===== config.mk =====
export PLATFORM = sky130hd
export DESIGN_NAME = sha512_sched
export DESIGN_NICKNAME = d
export VERILOG_FILES = /design/src/design/sha512_pkg.sv /design/src/design/sha512_sched.sv
export SDC_FILE = /design/constraint.sdc
export NUM_CORES = 1
export LEC_CHECK = 0
export ABC_AREA = 1
export BUFFER_PORTS_ARGS = -buffer_cell sky130_fd_sc_hd__buf_4
export CORE_MARGIN = 4
export CORE_UTILIZATION = 50
export DETAILED_ROUTE_END_ITERATION = 6
export PLACE_DENSITY = 0.77
export SYNTH_ARGS = -nofsm -noshare
export SYNTH_HDL_FRONTEND = slang
export SYNTH_SLANG_ARGS = --single-unit

===== constraint.sdc =====
create_clock -name clk -period 40.9 [get_ports clk]
set_clock_uncertainty 0.05 [all_clocks]
set_input_delay 8.18 -clock clk [delete_from_list [all_inputs] [get_ports clk]]
set_output_delay 8.18 -clock clk [all_outputs]
set_load 0.005 [all_outputs]

===== src/design/sha512_pkg.sv =====
`timescale 1ns / 1ps
// Shared types, constants and functions of the SHA-512 hash engine.
package sha512_pkg;

	localparam int ROUND_COUNT_DEF = 80;
	localparam int KIDX_W          = 7;
	localparam int WORD_W          = 64;
	localparam int CNT_W           = 61;

	localparam logic [WORD_W-1:0] PAD_MARK = 64'h8000000000000000;

	localparam logic [0:7][WORD_W-1:0] SHA_IV = {
		64'h6a09e667f3bcc908, 64'hbb67ae8584caa73b,
		64'h3c6ef372fe94f82b, 64'ha54ff53a5f1d36f1,
		64'h510e527fade682d1, 64'h9b05688c2b3e6c1f,
		64'h1f83d9abfb41bd6b, 64'h5be0cd19137e2179
	};

	typedef struct packed {
		logic load;   // copy chaining words into working words
		logic step;   // run one round
		logic fold;   // add working words into chaining words
		logic init;   // restore the initial hash words
	} rnd_ctl_t;

	typedef struct packed {
		logic push;   // shift a message word in
		logic expand; // shift a scheduled word in
	} sch_ctl_t;

	function automatic logic [WORD_W-1:0] rotr(input logic [WORD_W-1:0] x, input int n);
		rotr = (x >> n) | (x << (WORD_W - n));
	endfunction

	function automatic logic [WORD_W-1:0] ssig0(input logic [WORD_W-1:0] x);
		ssig0 = rotr(x, 1) ^ rotr(x, 8) ^ (x >> 7);
	endfunction

	function automatic logic [WORD_W-1:0] ssig1(input logic [WORD_W-1:0] x);
		ssig1 = rotr(x, 19) ^ rotr(x, 61) ^ (x >> 6);
	endfunction

	function automatic logic [WORD_W-1:0] bsig0(input logic [WORD_W-1:0] x);
		bsig0 = rotr(x, 28) ^ rotr(x, 34) ^ rotr(x, 39);
	endfunction

	function automatic logic [WORD_W-1:0] bsig1(input logic [WORD_W-1:0] x);
		bsig1 = rotr(x, 14) ^ rotr(x, 18) ^ rotr(x, 41);
	endfunction

	function automatic logic [WORD_W-1:0] k_rom(input logic [KIDX_W-1:0] idx);
		case (idx)
			7'd0:  k_rom = 64'h428a2f98d728ae22;
			7'd1:  k_rom = 64'h7137449123ef65cd;
			7'd2:  k_rom = 64'hb5c0fbcfec4d3b2f;
			7'd3:  k_rom = 64'he9b5dba58189dbbc;
			7'd4:  k_rom = 64'h3956c25bf348b538;
			7'd5:  k_rom = 64'h59f111f1b605d019;
			7'd6:  k_rom = 64'h923f82a4af194f9b;
			7'd7:  k_rom = 64'hab1c5ed5da6d8118;
			7'd8:  k_rom = 64'hd807aa98a3030242;
			7'd9:  k_rom = 64'h12835b0145706fbe;
			7'd10: k_rom = 64'h243185be4ee4b28c;
			7'd11: k_rom = 64'h550c7dc3d5ffb4e2;
			7'd12: k_rom = 64'h72be5d74f27b896f;
			7'd13: k_rom = 64'h80deb1fe3b1696b1;
			7'd14: k_rom = 64'h9bdc06a725c71235;
			7'd15: k_rom = 64'hc19bf174cf692694;
			7'd16: k_rom = 64'he49b69c19ef14ad2;
			7'd17: k_rom = 64'hefbe4786384f25e3;
			7'd18: k_rom = 64'h0fc19dc68b8cd5b5;
			7'd19: k_rom = 64'h240ca1cc77ac9c65;
			7'd20: k_rom = 64'h2de92c6f592b0275;
			7'd21: k_rom = 64'h4a7484aa6ea6e483;
			7'd22: k_rom = 64'h5cb0a9dcbd41fbd4;
			7'd23: k_rom = 64'h76f988da831153b5;
			7'd24: k_rom = 64'h983e5152ee66dfab;
			7'd25: k_rom = 64'ha831c66d2db43210;
			7'd26: k_rom = 64'hb00327c898fb213f;
			7'd27: k_rom = 64'hbf597fc7beef0ee4;
			7'd28: k_rom = 64'hc6e00bf33da88fc2;
			7'd29: k_rom = 64'hd5a79147930aa725;
			7'd30: k_rom = 64'h06ca6351e003826f;
			7'd31: k_rom = 64'h142929670a0e6e70;
			7'd32: k_rom = 64'h27b70a8546d22ffc;
			7'd33: k_rom = 64'h2e1b21385c26c926;
			7'd34: k_rom = 64'h4d2c6dfc5ac42aed;
			7'd35: k_rom = 64'h53380d139d95b3df;
			7'd36: k_rom = 64'h650a73548baf63de;
			7'd37: k_rom = 64'h766a0abb3c77b2a8;
			7'd38: k_rom = 64'h81c2c92e47edaee6;
			7'd39: k_rom = 64'h92722c851482353b;
			7'd40: k_rom = 64'ha2bfe8a14cf10364;
			7'd41: k_rom = 64'ha81a664bbc423001;
			7'd42: k_rom = 64'hc24b8b70d0f89791;
			7'd43: k_rom = 64'hc76c51a30654be30;
			7'd44: k_rom = 64'hd192e819d6ef5218;
			7'd45: k_rom = 64'hd69906245565a910;
			7'd46: k_rom = 64'hf40e35855771202a;
			7'd47: k_rom = 64'h106aa07032bbd1b8;
			7'd48: k_rom = 64'h19a4c116b8d2d0c8;
			7'd49: k_rom = 64'h1e376c085141ab53;
			7'd50: k_rom = 64'h2748774cdf8eeb99;
			7'd51: k_rom = 64'h34b0bcb5e19b48a8;
			7'd52: k_rom = 64'h391c0cb3c5c95a63;
			7'd53: k_rom = 64'h4ed8aa4ae3418acb;
			7'd54: k_rom = 64'h5b9cca4f7763e373;
			7'd55: k_rom = 64'h682e6ff3d6b2b8a3;
			7'd56: k_rom = 64'h748f82ee5defb2fc;
			7'd57: k_rom = 64'h78a5636f43172f60;
			7'd58: k_rom = 64'h84c87814a1f0ab72;
			7'd59: k_rom = 64'h8cc702081a6439ec;
			7'd60: k_rom = 64'h90befffa23631e28;
			7'd61: k_rom = 64'ha4506cebde82bde9;
			7'd62: k_rom = 64'hbef9a3f7b2c67915;
			7'd63: k_rom = 64'hc67178f2e372532b;
			7'd64: k_rom = 64'hca273eceea26619c;
			7'd65: k_rom = 64'hd186b8c721c0c207;
			7'd66: k_rom = 64'heada7dd6cde0eb1e;
			7'd67: k_rom = 64'hf57d4f7fee6ed178;
			7'd68: k_rom = 64'h06f067aa72176fba;
			7'd69: k_rom = 64'h0a637dc5a2c898a6;
			7'd70: k_rom = 64'h113f9804bef90dae;
			7'd71: k_rom = 64'h1b710b35131c471b;
			7'd72: k_rom = 64'h28db77f523047d84;
			7'd73: k_rom = 64'h32caab7b40c72493;
			7'd74: k_rom = 64'h3c9ebe0a15c9bebc;
			7'd75: k_rom = 64'h431d67c49c100d4c;
			7'd76: k_rom = 64'h4cc5d4becb3e42b6;
			7'd77: k_rom = 64'h597f299cfc657e2a;
			7'd78: k_rom = 64'h5fcb6fab3ad6faec;
			7'd79: k_rom = 64'h6c44198c4a475817;
			default: k_rom = '0;
		endcase
	endfunction

endpackage


===== src/design/sha512_sched.sv =====
`timescale 1ns / 1ps
// Block buffer and message schedule as a 16-word shift line.
module sha512_sched
	import sha512_pkg::*;
(
	input  logic              clk,
	input  sch_ctl_t          ctl,
	input  logic [WORD_W-1:0] push_word,
	output logic [WORD_W-1:0] w_cur
);

	logic [WORD_W-1:0] w_q [16];
	logic [WORD_W-1:0] w_next;

	// next schedule word from the fixed taps of the line
	assign w_next = ssig1(w_q[14]) + w_q[9] + ssig0(w_q[1]) + w_q[0];
	assign w_cur  = w_q[0];

	always_ff @(posedge clk) begin
		if (ctl.push || ctl.expand) begin
			for (int i = 0; i < 15; i++) begin
				w_q[i] <= w_q[i+1];
			end
			w_q[15] <= ctl.push ? push_word : w_next;
		end
	end

endmodule


==> metrics.cfg <==
[status]
status = finished clean

[detailed_routing]
drt_drc_violations_left = 0
avgRoutedWirePerCell_microns = 21.5
via_per_inst = 4.98
drt_first_pass_iters = 6
wirelength_mm = 98.7
dr_total_vias = 22900
drt-initial-drc-count = 2417
antenna_left = 0

[grt]
antenna_found_initial = 2
grt_usage_pct = 21.5
grt_pass1_vias = 22000
grt_start_max_net_pins = 94
overflow = 0
grt_pass1_wl_mm = 142

[critical_path]
start_kind = input pin
required_ns = 41.13
critPathKind = input pin to register
arrival_ns = 13.01
cp_max_fo = 93
end_kind = register

[min_path]
holdCritPathClass = register to register

[timing]
tightest_slew_ns = 1.13
fin_tns_setup_ns = 0
setup_slack_ns = 28.13
slew_headroom_pct = 24.9
fin_crit_ns = 12.77
drv_slew = 0
setup_viol = 0
post-route-period-util_pct = 31.2
hold_viol = 0
max_freq_ghz = 0.0783
holdWs_ns = 0.352
grt_setup_unrepaired = false

[die]
start_util_pct = 50.8
die_y_microns = 303
fp.dieW_microns = 303
io_pins = 131
design.core.area_sq_um = 85800
row_count = 107
die-area_sq_um = 91900

[placed_design]
dp_hpwl_mm = 72.5
gp_congestion = 0.935
pre_cts_ws_ns = 27.43
port_buffers = 130

[clocking]
ctsHtreeMaxLevel = 3
clock_sinks = 1024
tritoncts = yes
root_buffer = clkbuf_16
insertion_delay_ns = 0.67
cts_hold_buffers = 0
clk_pin_slew_ns = 0.06
cts_buffer_depth = 3
post_cts_resized = 0
post_cts.repair.setup_buffers = 0
cts_made_buffers = 99

[layout]
utilization_pct = 56.7
fillers = 6697
largest_register_ffs = 1024
reg_top3 = w_q (1024)
multi_input_area_sq_um = 9880
syn2layout_area_growth_pct = 11.7
n_antenna_cell = 0
ff_latch_area_sq_um = 30700
largest-register = w_q
drive_above_1_share_pct = 10.0
fin_nets = 3620

[synthesis]
syn_inst = 3197
avgSynthCellArea_sq_um = 13.6
synth-seq-cells = 1024
syn_nets = 3453
seq_area_frac_synth_pct = 70.6
syn_area_sq_um = 43600
yosys_warnings = 0
ys_types = 33

[job]
drv_cap = 0

[synthesized netlist by cell type, drive strengths merged]
| cell | instances | area, sq um |
|---|---|---|
| nor2 | 101 | 442 |
| clkbuf | 11 | 41.3 |
| ha | 63 | 788 |
| buf | 67 | 493 |
| xnor2 | 198 | 1730 |
| inv | 636 | 2390 |
| nand4 | 2 | 12.5 |
| and2 | 2 | 12.5 |
| edfxtp | 1024 | 30700 |
| or2 | 8 | 50.1 |
| o21ai | 27 | 135 |
| o21bai | 5 | 41.3 |
| clkinv | 3 | 11.3 |
| nand3 | 84 | 440 |
| a21boi | 1 | 11.3 |
| a21oi | 45 | 225 |
| and3 | 1 | 6.26 |
| nand2 | 698 | 2650 |
| nor3 | 14 | 110 |
| xor2 | 71 | 622 |
| fa | 126 | 2520 |
| nand3b | 10 | 75.1 |
[stage by stage]
| step | instances | area (sq um) |
|---|---|---|
| after floorplan | 3197 | 43600 |
| after global placement | 4407 | 45500 |
| after detailed placement | 4407 | 45500 |
| after CTS | 4591 | 48700 |
| after global routing | 4591 | 48700 |
| final | 4591 | 48700 |
[final timing paths]
kind                     from     endpoint  cells after the start  slack, ns
setup / recovery       ctl[1]  w_q[0][149]                      6      28.13
hold / removal    w_q[1][183]  w_q[1][119]                      0       0.35
setup reg to reg  w_q[1][426]  w_q[1][500]                     19      36.18
hold reg to reg   w_q[1][183]  w_q[1][119]                      0       0.35
[worst max-delay path, cell delays in order]
cell,delay (ns)
buf_4,0.43
or2_4,0.66
buf_4,0.88
buf_4,1.01
buf_4,0.77
buf_4,0.91
[metal layers]
| layer | track usage (%) | vias to the layer above | part of all wire, % |
|---|---|---|---|
| met5 | 0 | - | 0 |
| met4 | 5.98 | 0 | 2.3 |
| met3 | 3.54 | 135 | 7.2 |
| met2 | 33.3 | 854 | 45 |
| met1 | 32.1 | 11200 | 45 |
| li1 | - | 10700 | - |
[cell type report]
type                    instances  area share (%)
inverters                     639            4.93
clock buffers                 131            5.38
flip-flops and latches       1024            63.2
multi-input cells            1456            20.3
clock inverters                53            1.01
well taps                    1144            2.94
repair buffers                144            2.22
[layout by cell type (no fill, tap or decap), types with 6 or more instances in the layout]
master,Yosys,routed
edfxtp_1,1024,1024
nand2_2,13,13
clkbuf_16,0,100
nor2_1,82,82
clkbuf_1,11,31
nand2_1,685,685
inv_1,626,626
nand3b_1,10,10
clkinv_1,3,18
clkinv_2,0,18
o21ai_0,18,18
ha_1,63,63
nor2_2,16,16
nand3_1,80,80
a21oi_1,45,45
bufinv_16,0,7
fa_1,126,126
inv_6,0,6
xor2_1,71,71
xnor2_1,198,198
buf_4,64,144
inv_2,10,10
o21ai_1,9,9
nor3_2,8,8
or2_2,7,6
nor3_1,6,6
[kinds of logic after synthesis]
logic type,synth area share [%]
fa+ha+maj,7.60
xor+xnor,5.41
flops,70.6
simple gates,8.73
buf+inv,6.73
compound gates,0.948
Power is left out: the tool's default activity adds up to more than one toggle a clock period on the data nets, which glitch-free logic cannot reach.
