### src/design/sha512_pkg.sv
`timescale 1ns / 1ps
// Shared types, constants and functions of the SHA-512 hash engine.
package sha512_pkg;

	localparam int ROUND_COUNT_DEF = 80;
	localparam int KIDX_W          = 7;
	localparam int WORD_W          = 64;
	localparam int CNT_W           = 61;

	localparam logic [WORD_W-1:0] PAD_MARK = 64'h8000000000000000;

	localparam logic [0:7][WORD_W-1:0] SHA_IV = {
		64'h6a09e667f3bcc908, 64'hbb67ae8584caa73b,
		64'h3c6ef372fe94f82b, 64'ha54ff53a5f1d36f1,
		64'h510e527fade682d1, 64'h9b05688c2b3e6c1f,
		64'h1f83d9abfb41bd6b, 64'h5be0cd19137e2179
	};

	typedef struct packed {
		logic load;   // copy chaining words into working words
		logic step;   // run one round
		logic fold;   // add working words into chaining words
		logic init;   // restore the initial hash words
	} rnd_ctl_t;

	typedef struct packed {
		logic push;   // shift a message word in
		logic expand; // shift a scheduled word in
	} sch_ctl_t;

	function automatic logic [WORD_W-1:0] rotr(input logic [WORD_W-1:0] x, input int n);
		rotr = (x >> n) | (x << (WORD_W - n));
	endfunction

	function automatic logic [WORD_W-1:0] ssig0(input logic [WORD_W-1:0] x);
		ssig0 = rotr(x, 1) ^ rotr(x, 8) ^ (x >> 7);
	endfunction

	function automatic logic [WORD_W-1:0] ssig1(input logic [WORD_W-1:0] x);
		ssig1 = rotr(x, 19) ^ rotr(x, 61) ^ (x >> 6);
	endfunction

	function automatic logic [WORD_W-1:0] bsig0(input logic [WORD_W-1:0] x);
		bsig0 = rotr(x, 28) ^ rotr(x, 34) ^ rotr(x, 39);
	endfunction

	function automatic logic [WORD_W-1:0] bsig1(input logic [WORD_W-1:0] x);
		bsig1 = rotr(x, 14) ^ rotr(x, 18) ^ rotr(x, 41);
	endfunction

	function automatic logic [WORD_W-1:0] k_rom(input logic [KIDX_W-1:0] idx);
		case (idx)
			7'd0:  k_rom = 64'h428a2f98d728ae22;
			7'd1:  k_rom = 64'h7137449123ef65cd;
			7'd2:  k_rom = 64'hb5c0fbcfec4d3b2f;
			7'd3:  k_rom = 64'he9b5dba58189dbbc;
			7'd4:  k_rom = 64'h3956c25bf348b538;
			7'd5:  k_rom = 64'h59f111f1b605d019;
			7'd6:  k_rom = 64'h923f82a4af194f9b;
			7'd7:  k_rom = 64'hab1c5ed5da6d8118;
			7'd8:  k_rom = 64'hd807aa98a3030242;
			7'd9:  k_rom = 64'h12835b0145706fbe;
			7'd10: k_rom = 64'h243185be4ee4b28c;
			7'd11: k_rom = 64'h550c7dc3d5ffb4e2;
			7'd12: k_rom = 64'h72be5d74f27b896f;
			7'd13: k_rom = 64'h80deb1fe3b1696b1;
			7'd14: k_rom = 64'h9bdc06a725c71235;
			7'd15: k_rom = 64'hc19bf174cf692694;
			7'd16: k_rom = 64'he49b69c19ef14ad2;
			7'd17: k_rom = 64'hefbe4786384f25e3;
			7'd18: k_rom = 64'h0fc19dc68b8cd5b5;
			7'd19: k_rom = 64'h240ca1cc77ac9c65;
			7'd20: k_rom = 64'h2de92c6f592b0275;
			7'd21: k_rom = 64'h4a7484aa6ea6e483;
			7'd22: k_rom = 64'h5cb0a9dcbd41fbd4;
			7'd23: k_rom = 64'h76f988da831153b5;
			7'd24: k_rom = 64'h983e5152ee66dfab;
			7'd25: k_rom = 64'ha831c66d2db43210;
			7'd26: k_rom = 64'hb00327c898fb213f;
			7'd27: k_rom = 64'hbf597fc7beef0ee4;
			7'd28: k_rom = 64'hc6e00bf33da88fc2;
			7'd29: k_rom = 64'hd5a79147930aa725;
			7'd30: k_rom = 64'h06ca6351e003826f;
			7'd31: k_rom = 64'h142929670a0e6e70;
			7'd32: k_rom = 64'h27b70a8546d22ffc;
			7'd33: k_rom = 64'h2e1b21385c26c926;
			7'd34: k_rom = 64'h4d2c6dfc5ac42aed;
			7'd35: k_rom = 64'h53380d139d95b3df;
			7'd36: k_rom = 64'h650a73548baf63de;
			7'd37: k_rom = 64'h766a0abb3c77b2a8;
			7'd38: k_rom = 64'h81c2c92e47edaee6;
			7'd39: k_rom = 64'h92722c851482353b;
			7'd40: k_rom = 64'ha2bfe8a14cf10364;
			7'd41: k_rom = 64'ha81a664bbc423001;
			7'd42: k_rom = 64'hc24b8b70d0f89791;
			7'd43: k_rom = 64'hc76c51a30654be30;
			7'd44: k_rom = 64'hd192e819d6ef5218;
			7'd45: k_rom = 64'hd69906245565a910;
			7'd46: k_rom = 64'hf40e35855771202a;
			7'd47: k_rom = 64'h106aa07032bbd1b8;
			7'd48: k_rom = 64'h19a4c116b8d2d0c8;
			7'd49: k_rom = 64'h1e376c085141ab53;
			7'd50: k_rom = 64'h2748774cdf8eeb99;
			7'd51: k_rom = 64'h34b0bcb5e19b48a8;
			7'd52: k_rom = 64'h391c0cb3c5c95a63;
			7'd53: k_rom = 64'h4ed8aa4ae3418acb;
			7'd54: k_rom = 64'h5b9cca4f7763e373;
			7'd55: k_rom = 64'h682e6ff3d6b2b8a3;
			7'd56: k_rom = 64'h748f82ee5defb2fc;
			7'd57: k_rom = 64'h78a5636f43172f60;
			7'd58: k_rom = 64'h84c87814a1f0ab72;
			7'd59: k_rom = 64'h8cc702081a6439ec;
			7'd60: k_rom = 64'h90befffa23631e28;
			7'd61: k_rom = 64'ha4506cebde82bde9;
			7'd62: k_rom = 64'hbef9a3f7b2c67915;
			7'd63: k_rom = 64'hc67178f2e372532b;
			7'd64: k_rom = 64'hca273eceea26619c;
			7'd65: k_rom = 64'hd186b8c721c0c207;
			7'd66: k_rom = 64'heada7dd6cde0eb1e;
			7'd67: k_rom = 64'hf57d4f7fee6ed178;
			7'd68: k_rom = 64'h06f067aa72176fba;
			7'd69: k_rom = 64'h0a637dc5a2c898a6;
			7'd70: k_rom = 64'h113f9804bef90dae;
			7'd71: k_rom = 64'h1b710b35131c471b;
			7'd72: k_rom = 64'h28db77f523047d84;
			7'd73: k_rom = 64'h32caab7b40c72493;
			7'd74: k_rom = 64'h3c9ebe0a15c9bebc;
			7'd75: k_rom = 64'h431d67c49c100d4c;
			7'd76: k_rom = 64'h4cc5d4becb3e42b6;
			7'd77: k_rom = 64'h597f299cfc657e2a;
			7'd78: k_rom = 64'h5fcb6fab3ad6faec;
			7'd79: k_rom = 64'h6c44198c4a475817;
			default: k_rom = '0;
		endcase
	endfunction

endpackage

### src/design/sha512_round.sv
`timescale 1ns / 1ps
// Shared round unit with working words and chaining words.
module sha512_round
	import sha512_pkg::*;
(
	input  logic              clk,
	input  logic              arst_n,
	input  rnd_ctl_t          ctl,
	input  logic [WORD_W-1:0] k_word,
	input  logic [WORD_W-1:0] w_word,
	input  logic [2:0]        rd_idx,
	output logic [WORD_W-1:0] rd_word
);

	logic [WORD_W-1:0] wv_q [8];
	logic [WORD_W-1:0] cv_q [8];
	logic [WORD_W-1:0] t1;
	logic [WORD_W-1:0] t2;
	logic [WORD_W-1:0] ch;
	logic [WORD_W-1:0] maj;

	assign ch  = (wv_q[4] & wv_q[5]) ^ (~wv_q[4] & wv_q[6]);
	assign maj = (wv_q[0] & wv_q[1]) ^ (wv_q[0] & wv_q[2]) ^ (wv_q[1] & wv_q[2]);
	assign t1  = wv_q[7] + bsig1(wv_q[4]) + ch + k_word + w_word;
	assign t2  = bsig0(wv_q[0]) + maj;

	assign rd_word = cv_q[rd_idx];

	always_ff @(posedge clk) begin
		if (ctl.load) begin
			for (int i = 0; i < 8; i++) begin
				wv_q[i] <= cv_q[i];
			end
		end else if (ctl.step) begin
			wv_q[7] <= wv_q[6];
			wv_q[6] <= wv_q[5];
			wv_q[5] <= wv_q[4];
			wv_q[4] <= wv_q[3] + t1;
			wv_q[3] <= wv_q[2];
			wv_q[2] <= wv_q[1];
			wv_q[1] <= wv_q[0];
			wv_q[0] <= t1 + t2;
		end
	end

	always_ff @(posedge clk or negedge arst_n) begin
		if (!arst_n) begin
			for (int i = 0; i < 8; i++) begin
				cv_q[i] <= SHA_IV[i];
			end
		end else if (ctl.init) begin
			for (int i = 0; i < 8; i++) begin
				cv_q[i] <= SHA_IV[i];
			end
		end else if (ctl.fold) begin
			for (int i = 0; i < 8; i++) begin
				cv_q[i] <= cv_q[i] + wv_q[i];
			end
		end
	end

endmodule

### config.mk
export PLATFORM = sky130hd
export DESIGN_NAME = sha512_round
export DESIGN_NICKNAME = d
export VERILOG_FILES = /design/src/design/sha512_pkg.sv /design/src/design/sha512_round.sv
export SDC_FILE = /design/constraint.sdc
export NUM_CORES = 2
export LEC_CHECK = 0
export ABC_CLOCK_PERIOD_IN_PS = 20200
export BUFFER_PORTS_ARGS = -buffer_cell sky130_fd_sc_hd__buf_2
export CAP_MARGIN = 10
export CORE_ASPECT_RATIO = 1.1
export CORE_MARGIN = 2
export CORE_UTILIZATION = 45
export CTS_CLUSTER_SIZE = 24
export DETAILED_ROUTE_END_ITERATION = 10
export GPL_TIMING_DRIVEN = 0
export SLEW_MARGIN = 20
export SYNTH_ARGS = -nofsm -noshare
export SYNTH_HDL_FRONTEND = slang
export SYNTH_SLANG_ARGS = --single-unit
### constraint.sdc
create_clock -name clk -period 20.2 [get_ports clk]
set_input_delay 2.02 -clock clk [delete_from_list [all_inputs] [get_ports clk]]
set_output_delay 2.02 -clock clk [all_outputs]
set_load 0.01 [all_outputs]
==> flow_summary.yaml <==
synth:
  synthTopCellsByCount: "1879 x nand2_1, 778 x a21oi_1, 736 x inv_1"
  postSynthAreaPerCell_um2: 8.751
  synth_ff_type: "edfxtp_1"
  synth-seq-cells: 1024
  yosysSeqAreaShare: 0.3084
  netlist_area_um2: 92500
  ys_warn_count: 0
  netlist_instances: 10570
  yosys.area.top_type_share: 0.1662
  synth_edf_count: 512
  synth_fp_nets: 11660
  async_flop_share: 0.5000
  ys_types: 114
  yosysTopAreaCell: "edfxtp_1"
  synth.most_common_cell: "nand2_1"
  ys_top_cells_by_area: "edfxtp_1 17%, ha_1 9.4%, dfstp_2 7.8%"
final_layout:
  final_util: 0.5067
  nets: 12060
  drive_gt1_frac: 0.1104
  area_delta_synth_final_pct: 11.97
placement:
  portBuffers: 197
  gp_congestion: 1.073
  hpwl_mm: 386.4
cts:
  cts_root_buffer: "clkbuf_16"
  cts_resized: 0
  worstSkewPairLatency_ns: 0.84
  clock_tree.buffer_depth: 3
  cts_setup_buffers: 0
  ctsHoldBuffers: 0
  clock-sinks: 1024
  cts_tree: "built"
  path_clk_slew_ns: 0.06
  cts_buffers: 134
  htreeDepth: 4
critical_path:
  crit_required_ns: 20.76
  r2r-start: "wv_q[0][257]"
  rr_endpoint: "wv_q[0][62]"
  max_stage_delay_ns: 0.85
  path_common_cell: "a21o_1"
  slowest_stage: "xnor2_1"
  critPathKind: "flip-flop to flip-flop"
  cp_max_fo: 6
  crit_arrival_ns: 12.63
  reg2reg_slack_ns: 8.13
  crit_path_end_kind: "flip-flop"
  critPathLaunchType: "flip-flop"
  rr_worst_depth: 36
hold_path:
  hold_depth: 2
  holdPathEnd: "cv_q[176]"
  hp-class: "flip-flop to flip-flop"
  hold_path_startpoint: "cv_q[176]"
sta:
  fin_setup_tns_ns: 0
  timing.final.max_slew_violations: 0
  fin_crit_sh: 0.5975
  setup_violations: 0
  tightest_slew_ns: 1.347
  rsz0062_at_grt: "false"
  post-route-min-period_ns: 12.07
  hold_violations: 0
  final.setup_skew_ns: 0.03870
  max_freq_mhz: 82.86
  relSlewSlack: 0.1017
global_routing:
  grt_usage: 0.4439
  grt_pass1_vias: 83290
  grt_first_pass_wirelength_mm: 648.4
  grt_start_max_net_pins: 77
  antenna_found_initial: 46
  overflow: 0
routing:
  antenna_left: 0
  firstDrtPassIters: 10
  first_iter_violations: 11070
  vias: 87310
  routed_wl_mm: 476.0
  drc: 0
  wl_per_cell_um: 34.40
  vias_per_cell: 6.310
floorplan:
  die_w_um: 436.3
  rows: 174
  coreArea_um2: 204400
  start_util: 0.4525
  fp.dieH_um: 479.5
  die_area_um2: 209200
  io-pin-count: 201
flow_run:
  drv_cap: 0
run_status:
  status: "finished clean"
[worst max-delay path: cells and delay by family, from the launching register on]
kind / cells / cell delay (ns)
simple gates: 6 / 0.94
buf+inv: 5 / 0.89
mux: 1 / 0.66
flops: 1 / 0.41
compound gates: 16 / 4.80
fa+ha+maj: 7 / 3.20
xor+xnor: 1 / 0.85
[placed cells by master, fill, tap and decap left out, types with 128 or more instances in the layout]
cell type | synthesis | layout
xor2_1 | 357 | 350
buf_2 | 11 | 230
dfstp_2 | 276 | 276
dfrtp_1 | 236 | 236
clkbuf_1 | 503 | 432
nand2_1 | 1879 | 1879
nor2_1 | 603 | 602
fa_1 | 261 | 261
ha_1 | 693 | 693
edfxtp_1 | 512 | 512
mux4_2 | 128 | 128
inv_1 | 736 | 736
a21o_1 | 500 | 500
clkbuf_16 | 0 | 139
xnor2_1 | 537 | 522
o21ai_0 | 639 | 639
mux2i_1 | 200 | 200
a21oi_1 | 778 | 778
[final cells by class]
| cell class | count | area [um2] |
|---|---|---|
| timing repair buffer | 267 | 2695 |
| clock inverter | 55 | 613.1 |
| fill | 19480 | 100900 |
| inverter | 739 | 2774 |
| multi-input combinational | 8246 | 59250 |
| clock buffer | 193 | 3941 |
| buffer | 561 | 2293 |
| sequential | 1024 | 28530 |
| tap | 2728 | 3413 |
| antenna | 24 | 60.06 |
[sequential cells by signal (all words and copies together), names as in the netlist]
name / cells
cv_q: 512
wv_q: 512
[metal layers]
layer | up-vias | global-route usage | wire length, um
met5 | - | 0 | 154
li1 | 37770 | - | -
met1 | 43020 | 0.5504 | 178500
met4 | 20 | 0.3519 | 46080
met3 | 1248 | 0.1033 | 49390
met2 | 5252 | 0.6649 | 201800
[logic make-up (layout without fill, tap and decap cells)]
| family | after synthesis | after routing | synth area share |
|---|---|---|---|
| other cells | 0 | 24 | 0 |
| buf+inv | 1300 | 1815 | 0.05302 |
| xor+xnor | 894 | 894 | 0.08465 |
| simple gates | 3254 | 3254 | 0.1520 |
| mux | 413 | 413 | 0.06315 |
| compound gates | 2727 | 2727 | 0.1881 |
| fa+ha+maj | 958 | 958 | 0.1507 |
| flops | 1024 | 1024 | 0.3084 |
[stage by stage]
stage	hold WS [ns]	cells	worst slack (ns)	cell area, um2
3_5_place_dp	0.5141	13570	7.960	98880
6_report	0.5227	13840	8.131	103600
3_3_place_gp	0.5103	13500	3.777	96900
4_1_cts	0.5226	13810	8.422	103400
2_1_floorplan	0.4792	10570	10.86	92500
5_1_grt	0.5360	13820	7.986	103500
[worst max path at each step]
stage                             from  cells after the start      endpoint  slack [ns]
after floorplan              k_word[1]                     35   wv_q[0][62]       10.86
after global placement          arst_n                      1     cv_q[464]        3.78
after detailed placement     k_word[1]                     35  wv_q[0][318]        7.96
after CTS                 wv_q[0][257]                     35  wv_q[0][318]        8.42
after global routing      wv_q[0][257]                     37   wv_q[0][61]        7.99
final                     wv_q[0][257]                     36   wv_q[0][62]        8.13
Power is not shown: default switching activity piles up to over one toggle a cycle in this logic, so the estimate is an artifact.
